## config.mk

```make
export PLATFORM = sky130hd
export DESIGN_NAME = wear_leveled_persistent_counter_core
export DESIGN_NICKNAME = d
export VERILOG_FILES = /design/src/sv/wlpc_pkg.sv /design/src/sv/wear_leveled_persistent_counter_core.sv /design/src/sv/wlpc_ring_mem.sv /design/src/sv/wlpc_ctrl.sv
export SDC_FILE = /design/constraint.sdc
export NUM_CORES = 1
export LEC_CHECK = 0
export BUFFER_PORTS_ARGS = -buffer_cell sky130_fd_sc_hd__buf_2
export CORE_UTILIZATION = 55
export DETAILED_ROUTE_END_ITERATION = 12
export PLACE_DENSITY = 0.73
export SLEW_MARGIN = 40
export SYNTH_ARGS = -nofsm -noshare
export SYNTH_HDL_FRONTEND = slang
export SYNTH_HIERARCHICAL = 1
export SYNTH_SLANG_ARGS = --single-unit
export TNS_END_PERCENT = 30
```

## constraint.sdc

```tcl
create_clock -name clk -period 9.3 [get_ports clk]
set_input_delay 0 -clock clk [delete_from_list [all_inputs] [get_ports clk]]
set_output_delay 0 -clock clk [all_outputs]
set_load 0.01 [all_outputs]
```

## src/sv/wlpc_pkg.sv

```systemverilog
`default_nettype none
package wlpc_pkg;

  localparam int RING_DEPTH_DEF = 16;

  localparam logic [4:0]  HIGH_SLOT  = 5'd16;
  localparam logic [7:0]  BYTE_MAX   = 8'hff;
  localparam logic [23:0] COUNT_MAX  = 24'hffffff;

  typedef enum logic [1:0] {
    ACT_READ   = 2'd0,
    ACT_INC    = 2'd1,
    ACT_PRESET = 2'd2,
    ACT_FORGET = 2'd3
  } action_t;

  typedef enum logic [2:0] {
    ST_IDLE,
    ST_SCAN_FIRST,
    ST_SCAN,
    ST_REPLY,
    ST_INC
  } state_t;

  typedef struct packed {
    action_t     action;
    logic [4:0]  slot;
    logic [15:0] value;
  } request_t;

  typedef struct packed {
    logic [23:0] count;
    logic        overflow;
    logic [3:0]  position;
  } result_t;

endpackage
`default_nettype wire

```

## src/sv/wear_leveled_persistent_counter_core.sv

```systemverilog
`default_nettype none
// 24-bit counter with a wear-levelled low byte: the upper 16 bits sit in one word, the low
// byte moves round a ring of RING_DEPTH slots held in a synchronous RAM with one read port and
// one write port. A command is taken when start is high and busy is low; every command
// (read, increment, preset, forget) makes one RAM read and waits for its registered return,
// and its result appears on result for exactly one cycle with done high, the cycle after.
// The first read or increment after reset or a forget first scans the ring through the same
// read port, in states ST_SCAN_FIRST and ST_SCAN. The ring is cleared at reset by per-slot
// valid bits, so no clearing pass is needed. Results cannot be held off by the receiver.
module wear_leveled_persistent_counter_core #(
  parameter int RING_DEPTH = wlpc_pkg::RING_DEPTH_DEF
) (
  input  wire logic               clk,
  input  wire logic               rst,
  input  wire logic               start,
  output logic                    busy,
  input  wire wlpc_pkg::request_t request,
  output logic                    done,
  output wlpc_pkg::result_t       result
);

  localparam int AW = $clog2(RING_DEPTH);

  logic          mem_rd_en;
  logic [AW-1:0] mem_rd_addr;
  logic [7:0]    mem_rd_data;
  logic          mem_wr_en;
  logic [AW-1:0] mem_wr_addr;
  logic [7:0]    mem_wr_data;

  wlpc_ctrl #(
    .RING_DEPTH(RING_DEPTH)
  ) u_ctrl (
    .clk        (clk),
    .rst        (rst),
    .start      (start),
    .busy       (busy),
    .request    (request),
    .done       (done),
    .result     (result),
    .mem_rd_en  (mem_rd_en),
    .mem_rd_addr(mem_rd_addr),
    .mem_rd_data(mem_rd_data),
    .mem_wr_en  (mem_wr_en),
    .mem_wr_addr(mem_wr_addr),
    .mem_wr_data(mem_wr_data)
  );

  wlpc_ring_mem #(
    .RING_DEPTH(RING_DEPTH)
  ) u_ring_mem (
    .clk    (clk),
    .rst    (rst),
    .rd_en  (mem_rd_en),
    .rd_addr(mem_rd_addr),
    .rd_data(mem_rd_data),
    .wr_en  (mem_wr_en),
    .wr_addr(mem_wr_addr),
    .wr_data(mem_wr_data)
  );

  a_accept_occupies: assert property (@(posedge clk) disable iff (rst)
    (start && !busy) |=> busy)
    else $error("accepted beat did not occupy the block");

  a_done_spaced: assert property (@(posedge clk) disable iff (rst)
    done |-> !$past(done))
    else $error("two results in consecutive cycles");

  a_done_after_busy: assert property (@(posedge clk) disable iff (rst)
    done |-> $past(busy))
    else $error("result without a command in flight");

  a_overflow_zero: assert property (@(posedge clk) disable iff (rst)
    (done && result.overflow) |-> (result.count == '0))
    else $error("overflow flagged with non-zero count");

  a_single_write_idle: assert property (@(posedge clk) disable iff (rst)
    (mem_wr_en && !busy) |-> (start && (request.action == wlpc_pkg::ACT_PRESET)))
    else $error("ring write from idle without a preset");

endmodule
`default_nettype wire

```

## src/sv/wlpc_ring_mem.sv

```systemverilog
`default_nettype none
module wlpc_ring_mem #(
  parameter int RING_DEPTH = wlpc_pkg::RING_DEPTH_DEF
) (
  input  wire logic                          clk,
  input  wire logic                          rst,
  input  wire logic                          rd_en,
  input  wire logic [$clog2(RING_DEPTH)-1:0] rd_addr,
  output logic      [7:0]                    rd_data,
  input  wire logic                          wr_en,
  input  wire logic [$clog2(RING_DEPTH)-1:0] wr_addr,
  input  wire logic [7:0]                    wr_data
);

  logic [7:0]            mem [RING_DEPTH];
  logic [RING_DEPTH-1:0] valid;

  always_ff @(posedge clk) begin
    if (wr_en) begin
      mem[wr_addr] <= wr_data;
    end
  end

  // entries never written since reset read as zero
  always_ff @(posedge clk) begin
    if (rst) begin
      valid <= '0;
    end else if (wr_en) begin
      valid[wr_addr] <= 1'b1;
    end
  end

  // forward a write to the same entry so the read sees the new byte
  always_ff @(posedge clk) begin
    if (rd_en) begin
      if (wr_en && (wr_addr == rd_addr)) begin
        rd_data <= wr_data;
      end else if (valid[rd_addr]) begin
        rd_data <= mem[rd_addr];
      end else begin
        rd_data <= '0;
      end
    end
  end

endmodule
`default_nettype wire

```

## src/sv/wlpc_ctrl.sv

```systemverilog
`default_nettype none
module wlpc_ctrl #(
  parameter int RING_DEPTH = wlpc_pkg::RING_DEPTH_DEF
) (
  input  wire logic                          clk,
  input  wire logic                          rst,
  input  wire logic                          start,
  output logic                               busy,
  input  wire wlpc_pkg::request_t            request,
  output logic                               done,
  output wlpc_pkg::result_t                  result,
  output logic                               mem_rd_en,
  output logic      [$clog2(RING_DEPTH)-1:0] mem_rd_addr,
  input  wire logic [7:0]                    mem_rd_data,
  output logic                               mem_wr_en,
  output logic      [$clog2(RING_DEPTH)-1:0] mem_wr_addr,
  output logic      [7:0]                    mem_wr_data
);

  localparam int            AW        = $clog2(RING_DEPTH);
  localparam logic [AW-1:0] LAST_SLOT = AW'(RING_DEPTH - 1);

  wlpc_pkg::state_t  state, state_next;
  wlpc_pkg::action_t op_action;
  logic [AW-1:0]     ring_position;
  logic              known;
  logic [15:0]       high_word;
  logic [7:0]        last;
  logic [AW-1:0]     cmp_idx;

  logic              accept;
  logic              preset_ring;
  logic              scan_match;
  logic              scan_stop;
  logic [AW-1:0]     scan_pos;
  logic [23:0]       cur;
  logic [23:0]       incd;
  logic [AW-1:0]     inc_pos;

  assign accept      = start && (state == wlpc_pkg::ST_IDLE);
  assign preset_ring = (request.action == wlpc_pkg::ACT_PRESET)
                       && (request.slot != wlpc_pkg::HIGH_SLOT)
                       && (32'(request.slot) < RING_DEPTH);

  // scan keeps walking while bytes repeat or count up by one
  assign scan_match = (mem_rd_data == last + 8'd1);
  assign scan_stop  = (!scan_match && (mem_rd_data != last)) || (cmp_idx == LAST_SLOT);
  assign scan_pos   = scan_match ? cmp_idx : ring_position;

  assign cur     = {high_word, mem_rd_data};
  assign incd    = cur + 24'd1;
  assign inc_pos = (ring_position == LAST_SLOT) ? '0 : ring_position + 1'b1;

  always_comb begin
    state_next = state;
    unique case (state)
      wlpc_pkg::ST_IDLE: begin
        if (accept) begin
          unique case (request.action)
            wlpc_pkg::ACT_READ:   state_next = known ? wlpc_pkg::ST_REPLY
                                                     : wlpc_pkg::ST_SCAN_FIRST;
            wlpc_pkg::ACT_INC:    state_next = known ? wlpc_pkg::ST_INC
                                                     : wlpc_pkg::ST_SCAN_FIRST;
            wlpc_pkg::ACT_PRESET: state_next = wlpc_pkg::ST_REPLY;
            wlpc_pkg::ACT_FORGET: state_next = wlpc_pkg::ST_REPLY;
          endcase
        end
      end
      wlpc_pkg::ST_SCAN_FIRST: state_next = wlpc_pkg::ST_SCAN;
      wlpc_pkg::ST_SCAN: begin
        if (scan_stop) begin
          state_next = (op_action == wlpc_pkg::ACT_INC) ? wlpc_pkg::ST_INC
                                                         : wlpc_pkg::ST_REPLY;
        end
      end
      wlpc_pkg::ST_REPLY: state_next = wlpc_pkg::ST_IDLE;
      wlpc_pkg::ST_INC:   state_next = wlpc_pkg::ST_IDLE;
      default:            state_next = wlpc_pkg::ST_IDLE;
    endcase
  end

  always_comb begin
    busy        = (state != wlpc_pkg::ST_IDLE);
    mem_rd_en   = 1'b0;
    mem_rd_addr = ring_position;
    mem_wr_en   = 1'b0;
    mem_wr_addr = '0;
    mem_wr_data = '0;
    unique case (state)
      wlpc_pkg::ST_IDLE: begin
        if (accept) begin
          mem_rd_en   = 1'b1;
          mem_rd_addr = (request.action == wlpc_pkg::ACT_FORGET) ? LAST_SLOT
                                                                   : ring_position;
          if (preset_ring) begin
            mem_wr_en   = 1'b1;
            mem_wr_addr = AW'(request.slot);
            mem_wr_data = request.value[7:0];
          end
        end
      end
      wlpc_pkg::ST_SCAN_FIRST: begin
        mem_rd_en   = 1'b1;
        mem_rd_addr = '0;
      end
      wlpc_pkg::ST_SCAN: begin
        mem_rd_en   = 1'b1;
        mem_rd_addr = scan_stop ? scan_pos : cmp_idx + 1'b1;
      end
      wlpc_pkg::ST_INC: begin
        mem_wr_en   = 1'b1;
        mem_wr_addr = inc_pos;
        mem_wr_data = incd[7:0];
      end
      wlpc_pkg::ST_REPLY: begin
      end
      default: begin
      end
    endcase
  end

  always_ff @(posedge clk) begin
    if (rst) begin
      state         <= wlpc_pkg::ST_IDLE;
      known         <= 1'b0;
      ring_position <= LAST_SLOT;
      high_word     <= '0;
      done          <= 1'b0;
    end else begin
      state <= state_next;
      done  <= (state == wlpc_pkg::ST_REPLY) || (state == wlpc_pkg::ST_INC);
      unique case (state)
        wlpc_pkg::ST_IDLE: begin
          if (accept) begin
            if ((request.action == wlpc_pkg::ACT_PRESET)
                && (request.slot == wlpc_pkg::HIGH_SLOT)) begin
              high_word <= request.value;
            end
            if (request.action == wlpc_pkg::ACT_FORGET) begin
              known         <= 1'b0;
              ring_position <= LAST_SLOT;
            end
          end
        end
        wlpc_pkg::ST_SCAN: begin
          if (scan_match) begin
            ring_position <= cmp_idx;
          end
          if (scan_stop) begin
            known <= 1'b1;
          end
        end
        wlpc_pkg::ST_INC: begin
          ring_position <= inc_pos;
          // carry into the high word in the same cycle the ring byte is written
          if (mem_rd_data == wlpc_pkg::BYTE_MAX) begin
            high_word <= incd[23:8];
          end
        end
        wlpc_pkg::ST_SCAN_FIRST: begin
        end
        wlpc_pkg::ST_REPLY: begin
        end
        default: begin
        end
      endcase
    end
  end

  always_ff @(posedge clk) begin
    if (accept) begin
      op_action <= request.action;
    end
    if (state == wlpc_pkg::ST_SCAN_FIRST) begin
      last    <= mem_rd_data;
      cmp_idx <= '0;
    end else if ((state == wlpc_pkg::ST_SCAN) && !scan_stop) begin
      cmp_idx <= cmp_idx + 1'b1;
      if (scan_match) begin
        last <= mem_rd_data;
      end
    end
    if (state == wlpc_pkg::ST_REPLY) begin
      result.count    <= cur;
      result.overflow <= 1'b0;
      result.position <= 4'(ring_position);
    end else if (state == wlpc_pkg::ST_INC) begin
      result.count    <= incd;
      result.overflow <= (cur == wlpc_pkg::COUNT_MAX);
      result.position <= 4'(inc_pos);
    end
  end

endmodule
`default_nettype wire
```

Yosys cells after proc, flatten, opt, wreduce, memory -nomap -nowiden
Memory sizes are Yosys's and may differ from the RTL's.
Cells that the tools add are included.

cells by class
  muxes and demuxes = 46
  $lt $le $gt $ge = 4
  reductions and logical operators = 27
  add/sub/neg operators = 4
  bitwise operators = 1
  eq/ne operators = 22

operators by type and width
  operator                                                                       count
  29-bit two-way mux                                                             2
  8-bit two-way mux                                                              7
  16-bit two-way mux                                                             3
  16-bit case mux with 2 select lines                                            1
  4-bit two-way mux                                                              7
  24-bit by 1-bit adder with 24-bit output (second input constant)               1
  24-bit equality test (second input constant)                                   1
  4-bit case mux with 3 select lines                                             2
  3-bit case mux with 3 select lines                                             2
  16-bit bitwise OR                                                              1
  8-bit case mux with 2 select lines                                             1
  3-bit two-way mux                                                              4
  4-bit by 5-bit less-than comparator with 1-bit output (second input constant)  2
  1-bit two-way mux                                                              10
  2-bit nonzero test                                                             5
  4-bit by 1-bit adder with 4-bit output (second input constant)                 2
  8-bit by 1-bit adder with 8-bit output (second input constant)                 1
  4-bit equality test (second input constant)                                    2
  8-bit equality test                                                            1
  8-bit equality test (second input constant)                                    1
  1-bit logical AND                                                              8
  8-bit != test                                                                  1
  4-bit case mux with 2 select lines                                             1
  4-bit AND reduction                                                            2
  23 further kinds                                                               36

storage, ports and cells
  input bits = 26
  word-level logic and storage cells = 118
  output and inout bits = 31
  memories kept = 1
  register bits = 92
  memory bits (writable) = 128

memory list
  memory          words  bits a word  read ports  clocked after memory_dff  write ports  line                 RTL
  u_ring_mem.mem  16     8            1           0                         1            wlpc_ring_mem.sv:15  logic [7:0] mem [RING_DEPTH];

Depth between registers and ports, before layout
Gate-level depths: netlist of the first run.

  word-level depth = 11
  gate-level depth with buffers = 15
  mapped depth without buffers = 12

Hierarchy
Netlist of the first run, hierarchy kept.

by module, submodules not included
  module         cells an instance  seq. area each (um^2)  times used  area each (um^2)
  wlpc_ring_mem  315                4404.2                 1           5959.5
  wlpc_ctrl      504                1741.7                 1           4200.3

Worst setup path after synthesis of the first run
Ideal clock, no wire load.

  path kind = register to register
  start point = register u_ctrl.last[2]
  end point = register u_ring_mem.rd_data[2], data pin
  buffers on the path = 3
  required time = 9.038 ns
  stages on the path, launching flop included = 15
  path slack = 5.539 ns
  clock period less this slack = 3.761 ns
  library setup time = 0.262 ns
  arrival time = 3.499 ns
  cell sequence = edfxtp_1 -> buf_4 -> nand4_1 -> o21a_1 -> or4b_4 -> a2111oi_4 -> a21oi_2 -> or3_1 -> nand3_1 -> buf_6 -> buf_12 -> mux4_1 -> a22o_1 -> nor2_1 -> o31ai_1

between the ends
  word-level cells in the longest chain between the ends = 11

RTL lines
  item                                       line                                        RTL
  start, declared                            wlpc_ctrl.sv:28                             logic [7:0] last;
  start signal, assigned                     wlpc_ctrl.sv:175                            last <= mem_rd_data;
  start signal, assigned                     wlpc_ctrl.sv:180                            last <= mem_rd_data;
  8-bit by 1-bit adder with 8-bit output     wlpc_ctrl.sv:46                             assign scan_match = (mem_rd_data == last + 8'd1);
  8-bit equality test                        wlpc_ctrl.sv:46
  1-bit logical NOT                          wlpc_ctrl.sv:47                             assign scan_stop = (!scan_match && (mem_rd_data != last)) || (cmp_idx == LAST_SLOT);
  1-bit logical AND                          wlpc_ctrl.sv:47
  1-bit logical OR                           wlpc_ctrl.sv:47
  4-bit two-way mux (*)                      wlpc_ctrl.sv:108                            mem_rd_addr = scan_stop ? scan_pos : cmp_idx + 1'b1;
  4-bit case mux with 3 select lines (*)     wlpc_ctrl.sv:89                             unique case (state)
  via mem_rd_addr[0]                         wear_leveled_persistent_counter_core.sv:25  logic [AW-1:0] mem_rd_addr;
  1-bit binary-select mux with 4-bit select  wlpc_ring_mem.sv:38                         end else if (valid[rd_addr]) begin
  1-bit two-way mux (implied by the code)    wlpc_ring_mem.sv:38
  8-bit two-way mux                          wlpc_ring_mem.sv:38
  8-bit two-way mux (*)                      wlpc_ring_mem.sv:36                         if (wr_en && (wr_addr == rd_addr)) begin
  end signal, assigned                       wlpc_ring_mem.sv:37                         rd_data <= wr_data;
  end signal, assigned                       wlpc_ring_mem.sv:39                         rd_data <= mem[rd_addr];
  end, declared                              wlpc_ring_mem.sv:9                          output logic [7:0] rd_data,

The timed path passes the listed nets; every way through them passes the cells marked *. The select of a mux whose other input is x is not followed.
A chain may end at the register's enable or synchronous reset.

Worst setup path in the final report of the first run
  start point = register u_ctrl.last[0]
  end point = register u_ring_mem.rd_data[0], data pin

Same word-level chain as after synthesis.

==> results of run 1 <==
## timing repair
item / in CTS / in global routing
setup endpoints to repair: 0 / 0
resized for setup: 0 / 0
hold buffers: 19 / 0
hold endpoints to repair: 21 / 0
## cell families (layout without fill, tap and decap cells)
| kind of cell | count (synthesis) | in the layout | synth area share, % |
|---|---|---|---|
| buf+inv | 64 | 143 | 3.00 |
| fa+ha+maj | 4 | 4 | 0.493 |
| mux | 40 | 40 | 8.57 |
| flops | 220 | 220 | 60.5 |
| simple gates | 267 | 267 | 12.2 |
| compound gates | 199 | 199 | 13.1 |
| xor+xnor | 25 | 25 | 2.16 |
## synth_stat cells (5+ instances only)
cell type / n
o22ai_1: 8
a31oi_1: 17
and3_1: 6
nand2b_1: 5
o211ai_1: 5
a22o_1: 22
or3_1: 9
dfxtp_1: 46
nand3_1: 35
and2_1: 6
xnor2_1: 14
xor2_1: 11
a21oi_1: 43
mux4_2: 31
nor3_1: 20
nand2_1: 64
buf_2: 14
o31ai_1: 17
o21ai_0: 56
clkbuf_1: 29
edfxtp_1: 174
inv_1: 12
nor2_1: 94
nand4_1: 7
a211oi_1: 11
mux4_1: 5
## stage by stage
step / power, uW / cell area, um^2
2_1_floorplan: 2200 / 10200
3_3_place_gp: 2430 / 10600
3_5_place_dp: 2470 / 10600
4_1_cts: 3380 / 11600
5_1_grt: 3530 / 11600
6_report: 3370 / 11600
## final cells by class
class                   instances  area (um^2)  area share, %
inverters                      12         45.0          0.388
multi-input cells             535         3800           32.7
well taps                     229          287           2.47
clock buffers                  31          637           5.49
repair buffers                 87          561           4.83
clock inverters                13          124           1.07
flip-flops and latches        220         6150           53.0
## state kept, by name, summed over array words and instances (netlist names)
| register | cells |
|---|---|
| u_ctrl/state | 3 |
| u_ctrl/ring_position | 4 |
| u_ring_mem/rd_data | 8 |
| u_ring_mem/mem | 128 |
| u_ctrl/op_action | 2 |
| u_ctrl/high_word | 16 |
| u_ctrl/last | 8 |
| u_ctrl/known | 1 |
| u_ctrl/cmp_idx | 4 |
| u_ctrl/result | 29 |
| u_ring_mem/valid | 16 |
| u_ctrl/done | 1 |
## power by group
part           switching, uW  internal [uW]  total, uW
sequential              98.6           1150       1250
combinational            687            525       1210
clock                    369            539        908
total                   1160           2220       3370
## metal layers
layer / up-vias / part of all wire (%) / global-route usage [%]
met1: 3583 / 41 / 34.9
met4: 0 / 1.9 / 7.37
met3: 51 / 7.9 / 4.24
met5: - / 0 / 0
li1: 3274 / - / -
met2: 380 / 49 / 44.5
## worst max path at each step
stage	cells past startpoint	slack, ns	start	to
finish	13	4.52	u_ctrl/last[0]	u_ring_mem/rd_data[0]
global route	13	4.23	u_ctrl/last[0]	u_ring_mem/rd_data[6]
CTS	13	4.59	u_ctrl/last[0]	u_ring_mem/rd_data[0]
detailed placement	13	4.62	u_ctrl/last[0]	u_ring_mem/rd_data[4]
global placement	12	4.70	u_ctrl/last[2]	u_ring_mem/rd_data[3]
floorplan	14	5.54	u_ctrl/last[2]	u_ring_mem/rd_data[2]
==> summary.md, run 1 <==
| Metric | Value |
|---|---|
| Status | `finished, final reports clean` |
| Area grow syn2layout | `14.2%` |
| Flop2flop setup slack | `4.52 ns` |
| First-pass GRT wire length | `37.6 mm` |
| Hold path startpoint | `rst` |
| Fin util | `64.3%` |
| Worst r2r src | `u_ctrl/last[0]` |
| CP bufs+invs | `1` |
| Delay-heaviest family, CP | `compound AO/OA/AOI/OAI gates` |
| Filler cells | `1360` |
| Synthesized area | `10200 um^2` |
| Die H | `138 um` |
| Vias per cell | `6.47` |
| Initial core utilization | `56.4%` |
| RSZ-0062 raised after global routing | `no` |
| Syn Inst Count | `819` |
| Synth async-reset ratio | `0%` |
| Post-DP HPWL | `15.6 mm` |
| Most used DFF post-synth | `edfxtp_1` |
| Max FO, Critical Path | `35` |
| Static Leak | `0.00390 uW` |
| Hold slack | `0.0795 ns` |
| Post-Synthesis Net Count | `849` |
| GPL Wtd Cong | `0.925` |
| Worst slew pin tran | `0.844 ns` |
| Antenna-violating nets left | `0` |
| Crit path kind | `reg -> reg` |
| Post-synthesis sequential area ratio | `60.5%` |
| Final worst slack | `4.52 ns` |
| Hold endpoint | `u_ring_mem/valid[15]` |
| Most frequent cells in the layout | `174 x edfxtp_1, 81 x nor2_1, 63 x nand2_1` |
| Vias | `7288` |
| Hold path cells | `2` |
| Routed len/inst | `21.3 um` |
| Core footprint | `18000 um^2` |
| DP Worst Slack | `4.62 ns` |
| Avg Cell Area, Syn | `12.4 um^2` |
| Delay of the slowest critical-path stage | `0.59 ns` |
| Skew final | `0.0159 ns` |
| CP startpoint kind | `flop` |
| Synth area leader | `edfxtp_1` |
| Reg2Reg Capture Point | `u_ring_mem/rd_data[0]` |
| Fin nets | `910` |
| Largest net degree at the start of global routing | `44` |
| Worst EP required | `9.56 ns` |
| P per Cell Area | `291 nW/um^2` |
| CP Capture Type | `flop` |
| Number of I/O pins | `57` |
| Total routed wirelength | `24.0 mm` |
| R2R depth | `13` |
| CP Cell Sequence | `ha_1, and2_1, a211o_1, a31oi_1, a2111oi_4, a21oi_2, nor3_1, a221o_1, buf_4, xor2_1, nor3_2, and2_1, o31ai_1` |
| Commonest non-fill, non-tap cell in the layout | `edfxtp_1` |
| TritonCTS Buffers | `24` |
| Max_cap viols | `0` |
| Initial antenna violation count | `0` |
| Seq cells post-synth | `220` |
| CTS H-Tree Depth | `1` |
| Full die area | `19000 um^2` |
| Placed instance count | `1064` |
| Achievable Freq | `209 MHz` |
| Clock transition at the registers of the reported paths | `0.06 ns` |
| Slew Limit Headroom | `43.7%` |
| Share of cells above drive strength 1 | `18.7%` |
| Total iterations of the first detailed-routing run | `6` |
| Post-CTS Setup Inserts | `0` |
| # diodes | `0` |
| Clock root buffer | `clkbuf_16` |
| Filler-free cell count of the finished design | `1127` |
| CTS Buffer Depth | `3` |
| Final hold vios | `0` |
| DRT iter0 DRCs | `1095` |
| Clock latency on the worst-skew pair | `0.52 ns` |
| CTS Sinks | `220` |
| CTS tree | `built` |
| Fin crit period | `4.78 ns` |
| Die width | `138 um` |
| Final setup violation count | `0` |
| Unique masters post-synth | `62` |
| Number of synthesized flops with an enable pin | `174` |
| PortBufs | `56` |
| Cell mode on critical path | `and2_1` |
| Synth top area share | `51.4%` |
| Gr usage total | `26.2%` |
| Drc violations | `0` |
| Row count | `49` |
| Critical path arrival | `5.04 ns` |
| Top cells by area, synth | `edfxtp_1 51%, dfxtp_1 9.1%, mux4_2 6.9%, nor2_1 3.5%, o21ai_0 2.8%` |
| TNS Setup | `0 ns` |
| Final period util | `51.4%` |
| Peak VDD IR | `183 uV` |
| Yosys warning count | `6` |
| Overflow after GRT | `0` |
| CP max stage cell | `a21oi_2` |
| Slew Limit Fails | `0` |
| Hold/Removal Path Class | `in -> reg` |
| Vias in the first global route | `7093` |
(Power assumes the default switching activity.)
==> inputs of run 2 (changes only) <==
- clock period: 9.3 -> 4.4 ns (I/O delays scaled with it)
==> run 2 against run 1 <==
  * Non-clock buffer count rose by 21
  * Power rose by 120%
  * Setup slack got worse by 4.2 ns
  * First-iteration DRC count fell by 36%
  * Routed wire length rose by 0.21%
  * Via count rose by 0.27%
  * Register-to-register slack got worse by 4.2 ns
  * Cell count rose by 1.7%
  * Sequential share of layout area fell by 0.77 points
  * Sequential power rose by 110%
  * Core utilization rose by 0.93 points
  * Largest power group is now combinational logic
==> summary.md, run 2 (same netlist as run 1, synthesis figures left out) <==
| Metric | Value |
|---|---|
| Hold slack | `0.0803 ns (+0.000795 ns)` |
| Crit path kind | `reg -> reg` |
| TNS Setup | `0 ns (unchanged)` |
| Die H | `138 um (unchanged)` |
| Clock transition at the registers of the reported paths | `0.06 ns (about the same)` |
| Share of cells above drive strength 1 | `20.1% (+1.4 points)` |
| Most frequent cells in the layout | `174 x edfxtp_1, 86 x nor2_1, 63 x nand2_1` |
| Final setup violation count | `0 (unchanged)` |
| Post-DP HPWL | `15.8 mm (+1.2%)` |
| Hold Buf Count CTS | `19 (unchanged)` |
| Overflow after GRT | `0 (unchanged)` |
| Switching Share | `33.3% (-0.96 points)` |
| Static Leak | `0.00403 uW (+3.4%)` |
| Vias | `7308 (+0.27%)` |
| CTS Buffer Depth | `3 (unchanged)` |
| Number of flip-flops in the largest register | `128 (unchanged)` |
| # diodes | `0 (unchanged)` |
| Final period util | `93.5% (+42 points)` |
| Initial core utilization | `56.4% (unchanged)` |
| Gr usage total | `26.1% (-0.11 points)` |
| Register area | `6150 um^2 (about the same)` |
| Area taken by multi-input logic gates | `3760 um^2 (-1.0%)` |
| Die width | `138 um (unchanged)` |
| Slew Limit Headroom | `44.7% (+0.99 points)` |
| Vias in the first global route | `7219 (+1.8%)` |
| Skew final | `0.0119 ns (-0.00400 ns)` |
| Row count | `49 (unchanged)` |
| R2R depth | `12 (-1)` |
| Clock latency on the worst-skew pair | `0.51 ns (about the same)` |
| Fin crit period | `4.12 ns (-0.667 ns)` |
| Area grow syn2layout | `15.8%` |
| Clock power share | `27.1% (+0.2 points)` |
| GPL Wtd Cong | `0.906 (-2.0%)` |
| Status | `finished, final reports clean` |
| Initial antenna violation count | `0 (unchanged)` |
| Core footprint | `18000 um^2 (unchanged)` |
| CTS tree | `built` |
| TritonCTS Buffers | `23 (-4.2%)` |
| Register bank with the most flops | `u_ring_mem/mem` |
| CP Capture Type | `flop` |
| Full die area | `19000 um^2 (unchanged)` |
| Vias per cell | `6.38 (-1.4%)` |
| Worst slew pin tran | `0.830 ns (-0.0148 ns)` |
| Max_cap viols | `0 (unchanged)` |
| Largest net degree at the start of global routing | `44 (unchanged)` |
| Antenna-violating nets left | `0 (unchanged)` |
| Hold path cells | `6 (+4)` |
| Total routed wirelength | `24.0 mm (+0.21%)` |
| Peak VDD IR | `550 uV (+200%)` |
| Achievable Freq | `243 MHz (+16%)` |
| Drc violations | `0 (unchanged)` |
| Filler cells | `1302 (-4.3%)` |
| CTS Sinks | `220 (unchanged)` |
| Critical path arrival | `4.37 ns (-0.67 ns)` |
| CTS H-Tree Depth | `1 (unchanged)` |
| Slew Limit Fails | `0 (unchanged)` |
| Commonest non-fill, non-tap cell in the layout | `edfxtp_1` |
| Final hold vios | `0 (unchanged)` |
| Reg power frac | `35.6% (-1.5 points)` |
| First-pass GRT wire length | `37.8 mm (+0.53%)` |
| CTS-repair resized insts | `0 (unchanged)` |
| Number of I/O pins | `57 (unchanged)` |
| Pint | `4890 uW (+120%)` |
| PortBufs | `56 (unchanged)` |
| Max FO, Critical Path | `24 (-31%)` |
| Routed len/inst | `20.9 um (-1.4%)` |
| Logic pwr share | `37.3% (+1.3 points)` |
| RSZ-0062 raised after global routing | `no` |
| Worst EP required | `4.65 ns (-4.91 ns)` |
| Switching power | `2440 uW (+110%)` |
| P per Cell Area | `624 nW/um^2 (+110%)` |
| Clock root buffer | `clkbuf_16` |
| Fin nets | `930 (+2.2%)` |
| Design Power | `7340 uW (+120%)` |
| Total iterations of the first detailed-routing run | `5 (-1)` |
| CP startpoint kind | `flop` |
| DRT iter0 DRCs | `700 (-36%)` |
| Post-CTS Setup Inserts | `0 (unchanged)` |
| Top flop regs | `u_ring_mem/mem x128, u_ctrl/result x29` |
| Hold/Removal Path Class | `in -> reg` |
==> run 2: changes by cell type in the layout (fill, tap and decap cells not counted), moves of 2 or more <==
| cell | previous run | this run |
|---|---|---|
| nor3_4 | 2 | 0 |
| nor2_1 | 81 | 86 |
| clkinv_1 | 4 | 2 |
| nor3_1 | 17 | 20 |
| o21ai_1 | 4 | 2 |
| clkbuf_1 | 6 | 3 |
| o21ai_2 | 3 | 5 |
| nor2_2 | 13 | 8 |
| buf_4 | 12 | 31 |
| buf_12 | 0 | 2 |
==> run 2: layout make-up <==
cell class                      count  area share (%)
Clock inverter                     13            1.24
Inverter                           12           0.383
Tap cell                          229            2.44
Multi-Input combinational cell    535            31.9
Sequential cell                   220            52.2
Timing Repair Buffer              108            6.32
Clock buffer                       29            5.43
==> run 2: per-layer routing <==
metal | routed length (um) | global-route usage (%) | vias up
li1 | - | - | 3310
met1 | 9610 | 34.0 | 3556
met3 | 1700 | 3.55 | 65
met5 | 0 | 0 | -
met4 | 732 | 9.30 | 0
met2 | 12000 | 44.7 | 377
==> run 2: final timing paths <==
kind | from | endpoint | slack [ns]
max | u_ctrl/last[2] | u_ring_mem/rd_data[2] | 0.28
min | request[20] | u_ctrl/high_word[10] | 0.08
max reg2reg | u_ctrl/last[2] | u_ring_mem/rd_data[2] | 0.28
min reg2reg | u_ring_mem/valid[10] | u_ring_mem/valid[10] | 0.48
==> run 2: power by group through the flow <==
stage / Combinational (uW) / Sequential, uW / Clock, uW
floorplan: 2070 / 2590 / 0
global placement: 2650 / 2640 / 0
detailed placement: 2710 / 2640 / 0
CTS: 2740 / 2600 / 2020
global route: 2940 / 2630 / 2100
finish: 2740 / 2610 / 1990
==> run 2: through the flow <==
stage	setup slack [ns]	util (%)	instance area, um^2	instances
finish	0.284	65.3	11800	1146
global route	0.127	65.3	11800	1146
CTS	0.281	65.2	11800	1146
detailed placement	0.317	59.8	10800	1085
global placement	0.392	59.6	10700	1085
floorplan	0.639	-	10200	819
==> run 2: critical path, cell delays in order, from the launching register on <==
cell and delay (ns):
edfxtp_1 0.48, nand4_1 0.20, o21a_1 0.22, or4b_4 0.56
a2111oi_4 0.38, a21oi_2 0.11, or3_1 0.39, nand3_2 0.15
buf_12 0.23, mux4_1 0.59, a22o_1 0.25, nor2_1 0.17
o31ai_1 0.09
